File: src/design/nmtx_pkg.sv
package nmtx_pkg;

  localparam int MaxMutexesDef = 16;
  localparam int QueueDepthDef = 16;
  localparam int NameBytesDef  = 8;
  localparam int PidBitsDef    = 16;

  localparam logic [1:0] ReqCreate  = 2'd0;
  localparam logic [1:0] ReqLock    = 2'd1;
  localparam logic [1:0] ReqRelease = 2'd2;

  localparam logic [2:0] StDone    = 3'd0;
  localparam logic [2:0] StQueued  = 3'd1;
  localparam logic [2:0] StUnknown = 3'd2;
  localparam logic [2:0] StExists  = 3'd3;
  localparam logic [2:0] StFull    = 3'd4;
  localparam logic [2:0] StQfull   = 3'd5;

endpackage

File: src/design/nmtx_wait_q.sv
// Waiter store: one circular queue of QUEUE_DEPTH pids per mutex slot,
// one write port and one registered read port.
module nmtx_wait_q #(
  parameter int  MAX_MUTEXES = nmtx_pkg::MaxMutexesDef,
  parameter int  QUEUE_DEPTH = nmtx_pkg::QueueDepthDef,
  parameter int  PID_BITS    = nmtx_pkg::PidBitsDef,
  localparam int SlotW       = (MAX_MUTEXES > 1) ? $clog2(MAX_MUTEXES) : 1,
  localparam int HeadW       = (QUEUE_DEPTH > 1) ? $clog2(QUEUE_DEPTH) : 1,
  localparam int LenW        = $clog2(QUEUE_DEPTH + 1),
  localparam int PidW        = (PID_BITS < 16) ? PID_BITS : 16
) (
  input  logic             clk_i,
  input  logic             we_i,
  input  logic [SlotW-1:0] slot_i,
  input  logic [HeadW-1:0] head_i,
  input  logic [LenW-1:0]  wr_pos_i,
  input  logic [LenW-1:0]  rd_pos_i,
  input  logic [PidW-1:0]  wdata_i,
  output logic [PidW-1:0]  rdata_o
);
  import nmtx_pkg::*;

  localparam int Depth  = MAX_MUTEXES * QUEUE_DEPTH;
  localparam int WAddrW = (Depth > 1) ? $clog2(Depth) : 1;
  localparam int SumW   = LenW + 1;

  logic [PidW-1:0]   mem [Depth];
  logic [WAddrW-1:0] base;
  logic [WAddrW-1:0] waddr;
  logic [WAddrW-1:0] raddr;
  logic [PidW-1:0]   rd_q;

  // head + pos stays below twice the depth: one compare and subtract
  function automatic logic [HeadW-1:0] wrap_off(input logic [HeadW-1:0] head,
                                                input logic [LenW-1:0]  pos);
    logic [SumW-1:0] sum;
    sum = SumW'(head) + SumW'(pos);
    if (sum >= SumW'(QUEUE_DEPTH)) begin
      sum = sum - SumW'(QUEUE_DEPTH);
    end
    return HeadW'(sum);
  endfunction

  assign base  = WAddrW'(slot_i) * WAddrW'(QUEUE_DEPTH);
  assign waddr = base + WAddrW'(wrap_off(head_i, wr_pos_i));
  assign raddr = base + WAddrW'(wrap_off(head_i, rd_pos_i));

  always_ff @(posedge clk_i) begin
    if (we_i) begin
      mem[waddr] <= wdata_i;
    end
    rd_q <= mem[raddr];
  end

  assign rdata_o = rd_q;

endmodule

File: config.mk
export PLATFORM = sky130hd
export DESIGN_NAME = nmtx_wait_q
export DESIGN_NICKNAME = d
export VERILOG_FILES = /design/src/design/nmtx_pkg.sv /design/src/design/nmtx_wait_q.sv
export SDC_FILE = /design/constraint.sdc
export NUM_CORES = 2
export LEC_CHECK = 0
export BUFFER_PORTS_ARGS = -buffer_cell sky130_fd_sc_hd__buf_2
export CELL_PAD_IN_SITES_DETAIL_PLACEMENT = 1
export CELL_PAD_IN_SITES_GLOBAL_PLACEMENT = 1
export CORE_UTILIZATION = 35
export DETAILED_ROUTE_END_ITERATION = 10
export GPL_ROUTABILITY_DRIVEN = 0
export HOLD_SLACK_MARGIN = 0.12
export PLACE_DENSITY = 0.63
export SLEW_MARGIN = 25
export SYNTH_ARGS = -nofsm -noshare
export SYNTH_HDL_FRONTEND = slang
export SYNTH_SLANG_ARGS = --single-unit
File: constraint.sdc
create_clock -name clk_i -period 8.9 [get_ports clk_i]
set_clock_uncertainty 0.1 [all_clocks]
set_input_delay 0 -clock clk_i [delete_from_list [all_inputs] [get_ports clk_i]]
set_output_delay 0 -clock clk_i [all_outputs]
set_load 0.02 [all_outputs]
======== Yosys cells after proc, flatten, opt, wreduce, memory -nomap -nowiden ========
Memory sizes are Yosys's and may differ from the RTL's. A register that Yosys moved wholly into a read port is not among the register bits.
Cells that the tools add are included.
storage, ports and cells
  bits in latches ......................... 0
  memory bits (read-only) ................. 0
  memory bits (writable) .................. 4096
  word-level logic and storage cells ...... 13
  memories kept ........................... 1
  output and inout port bits .............. 16
  register bits ........................... 0
cells by class
  reductions and logical operators ........ 0
  shifts and indexed selects .............. 0
  eq/ne operators ......................... 0
  multiply operators ...................... 0
  div/mod/pow operators ................... 0
  $lt $le $gt $ge ......................... 2
  add/sub/neg operators ................... 6
  multiplexer cells ....................... 4
  bitwise operators ....................... 0
memory list
  memory  words  bits a word  rd ports  clocked after memory_dff  wr ports  RTL line           text
  mem     256    16           1         1                         1         nmtx_wait_q.sv:27  logic [PidW-1:0] mem [Depth];
operators with widths
  cell                   count
  $add A8 B4 Y8          2
  $add A4 B5 Y6          2
  $ge A6 B5 Y1 const B   2
  $mux W4                2
  $sub A4 B1 Y4 const B  2
  $mux W1                2

======== Logic depth before layout (Yosys ltp) ========
  depth after elaboration ................. 4
  mapped depth ............................ 13
  mapped depth without buffers ............ 9

======== Worst setup path after synthesis ========
Ideal clock, no wire load.
  path kind ............................... in2reg
  start ................................... input port head_i[0]
  end ..................................... register rd_q[14] (netlist: rdata_o[14]), read port of mem
  library setup time ...................... 0.127 ns
  data required time ...................... 8.673 ns
  stages .................................. 11
  buffers on the path ..................... 3
  slack ................................... 5.887 ns
  arrival ................................. 2.786 ns
  cell sequence ........................... ha_1 fa_1 buf_4 buf_2 clkbuf_1 mux4_2 mux2i_1 o22ai_1 or4_1 nor4_1 nor4_1
on the way
  word-level cells in the longest chain between the ends .. 4
  elaborated cells on any way between the ends .. 5
  those cells by class .................... add/sub (3); order compare (1); mux (1)
RTL lines
  element                                               RTL line                              text
  from (decl)                                           nmtx_wait_q.sv:15                     input logic [HeadW-1:0] head_i,
  $add A4 B5 Y6 *                                       nmtx_wait_q.sv:37                     sum = SumW'(head) + SumW'(pos);
  $ge A6 B5 Y1 / $sub A4 B1 Y4 (equally long branches)  nmtx_wait_q.sv:38, nmtx_wait_q.sv:39
  $mux W4 *                                             nmtx_wait_q.sv:38                     if (sum >= SumW'(QUEUE_DEPTH)) begin
  $add A8 B4 Y8 *                                       nmtx_wait_q.sv:46                     assign raddr = base + WAddrW'(wrap_off(head_i, rd_pos_i));
  to (decl)                                             nmtx_wait_q.sv:31                     logic [PidW-1:0] rd_q;
Mark *: on every way between the ends. The rest lies on a longest branch, timed or not.

======== Final worst setup path ========
  start ................................... input port rd_pos_i[0]
  end ..................................... register rd_q[7] (netlist: rdata_o[7]), read port of mem
on the way
  word-level cells in the longest chain between the ends .. 4
  elaborated cells on any way between the ends .. 5
  those cells by class .................... add/sub (3); order compare (1); mux (1)
RTL lines
  element                                               RTL line                              text
  from (decl)                                           nmtx_wait_q.sv:17                     input logic [LenW-1:0] rd_pos_i,
  $add A4 B5 Y6 *                                       nmtx_wait_q.sv:37
  $ge A6 B5 Y1 / $sub A4 B1 Y4 (equally long branches)  nmtx_wait_q.sv:38, nmtx_wait_q.sv:39
  $mux W4 *                                             nmtx_wait_q.sv:38
  $add A8 B4 Y8 *                                       nmtx_wait_q.sv:46
Marks and branches as above.

==> qor.yml <==
outcome: "completed"
synth.cell_area_um2: 157600
cts_sinks: 4112
drc: 0
placed_area_um2: 167200
cts.clk_slew.worst_paths_ns: 0.06
synth_cell_type_count: 36
yosysSeqAreaShare: 0.7824
yosys.area.top_type: "edfxtp_1"
drtAntennaViolNets: 0
die_area_um2: 453000
grt_pass1_wl_um: 625300
io_buffers: 49
start_kind: "input port"
synth_nets: 7244
hp-class: "in2reg"
num-fill-cells: 42277
die_w_um: 673.1
hold_viol_final: 0
timing.fmax_mhz: 212.5
pin_count: 52
slew_violations: 0
yosys_warnings: 0
synth_top_area_frac: 0.7804
critPathKind: "in2reg"
postCtsSetupBuffers: 0
vdd_drop_max_v: 0.0001607
coreArea_um2: 448800
syn2layout_area_growth_pct: 15.01
drive_above_1_share: 0.2725
finalSetupViolCount: 0
relSlewSlack: 0.2173
routed_wl_um: 449300
fin_crit_sh: 0.5288
worst_pin_slew_ns: 1.164
setup_tns_ns: 0
end_kind: "flip-flop"
track_usage: 0.1948
num_rows: 246
insertion_delay_ns: 0.99
cts_buffer_depth: 4
grt_start_max_net_pins: 150
finalNetCount: 7705
post-route-cell-area_um2: 181300
holdBufCountCts: 51
dp_hpwl_um: 258400
die_h_um: 673.1
grt_remaining_overflow: 0
place_ws_ns: 3.233
maxCapViolations: 0
fin_crit_ns: 4.706
grt_pass1_vias: 79305
cts_buffers: 420
syn_inst: 7200
first_pass_iters: 5
cts_tree: "done"
cts.repair.resized: 0
h-tree-depth: 5
avgSynthCellArea_um2: 21.89
worstPathArrival_ns: 5.41
rsz0062_at_grt: "false"
via_per_inst: 5.495
initial_core_util: 0.3512
powerDensity_nw_per_um2: 236.4
drt_iter0_markers: 9142
cp.required_ns: 9.61
p_leak_uw: 0.05608
antenna_found_initial: 55
cp_max_fo: 44
fin_ws_ns: 4.194
ctsRootBufferMaster: "clkbuf_16"
post_drt_wl_per_cell_um: 32.13
ys_ff_latch: 4112
num_vias: 76845
synth_area_leaders: "edfxtp_1, mux4_2, mux2i_1, nand2_1, a21oi_1"
## routing by layer
layer / track usage / routed length [um] / vias up
li1: - / - / 30985
met1: 0.2679 / 182800 / 42112
met2: 0.3184 / 217100 / 3124
met3: 0.03284 / 35010 / 612
met4: 0.05957 / 14320 / 12
met5: 0 / 74 / -
## flip-flops by register name (all words and copies together) (netlist names)
name,flops
mem,4096
rdata_o,16
## critical path, stage by stage
cell and delay, ns:
buf_2 0.24, ha_4 0.23, fa_4 1.42, buf_12 0.39
buf_4 0.44, mux4_2 0.38, mux2i_1 0.51, o22ai_1 0.14
or4_1 0.49, nor4_1 0.94, nor4_1 0.15
## power breakdown
part | switching, uW | total, uW | internal (uW)
clock network | 7510 | 17200 | 9690
registers | 70.9 | 21500 | 21400
logic | 2690 | 4190 | 1500
## per-stage QoR
step,cells,power (uW),util,hold slack [ns]
5_1_grt,13974,43890,0.4039,0.1473
2_1_floorplan,7200,24240,-,-0.001131
3_5_place_dp,13138,26060,0.3727,0.3422
6_report,13984,42860,0.4039,0.1264
3_3_place_gp,13137,25980,0.3717,0.3292
4_1_cts,13956,43150,0.4034,0.1211
## synth_stat cells (all sizes together)
library cell	n
a211oi	2
a21o	3
a21oi	267
a22o	1
and2	1
buf	254
clkbuf	145
dfxtp	16
edfxtp	4096
fa	2
ha	6
inv	1
mux2i	255
mux4	1024
nand2	556
nand2b	4
nand3	8
nor2	277
nor2b	4
nor3	6
nor4	77
nor4b	6
o211ai	6
o21ai	1
o22ai	118
o2bb2ai	1
or2	1
or4	53
xnor2	5
xor2	4
## layout by cell type, fill, tap and decap left out, types with 90 or more instances in the layout
| master | synthesis | routed |
|---|---|---|
| edfxtp_1 | 4096 | 4096 |
| nand2_1 | 556 | 538 |
| a21oi_1 | 266 | 265 |
| mux2i_1 | 247 | 247 |
| clkbuf_16 | 0 | 426 |
| nor2_4 | 0 | 90 |
| buf_4 | 92 | 306 |
| clkinv_1 | 0 | 96 |
| mux4_2 | 1024 | 1024 |
| o22ai_1 | 118 | 118 |
| nor2_1 | 277 | 159 |
## kinds of logic (layout without fill, tap and decap cells)
logic type,count (synthesis),in the layout,share of synthesized area
fa+ha+maj,8,8,0.0007303
buf+inv,400,1206,0.01301
simple gates,993,993,0.02659
xor+xnor,9,9,0.0005001
other cells,0,26,0
mux,1279,1279,0.1629
compound gates,399,399,0.01385
flops,4112,4112,0.7824
## final cells by class
type	count	area, um2	area share
Inverter	1	3.754	0.00002071
Antenna cell	26	65.06	0.0003589
Timing Repair Buffer	438	3900	0.02151
Clock buffer	522	11110	0.06129
Sequential cell	4112	123300	0.6803
Tap cell	5952	7447	0.04108
Multi-Input combinational cell	2688	33320	0.1838
Clock inverter	245	2107	0.01162
## worst paths after layout
path,cells past startpoint,from,to,slack (ns)
worst max-delay path,11,rd_pos_i[0],rdata_o[7]$_DFF_P_,4.19
worst min-delay path,2,wdata_i[13],mem[136][13]$_DFFE_PP_,0.13
worst max register to register,6,mem[38][2]$_DFFE_PP_,rdata_o[2]$_DFF_P_,5.47
worst min register to register,5,mem[164][14]$_DFFE_PP_,rdata_o[14]$_DFF_P_,0.95
(Power assumes the default switching activity.)
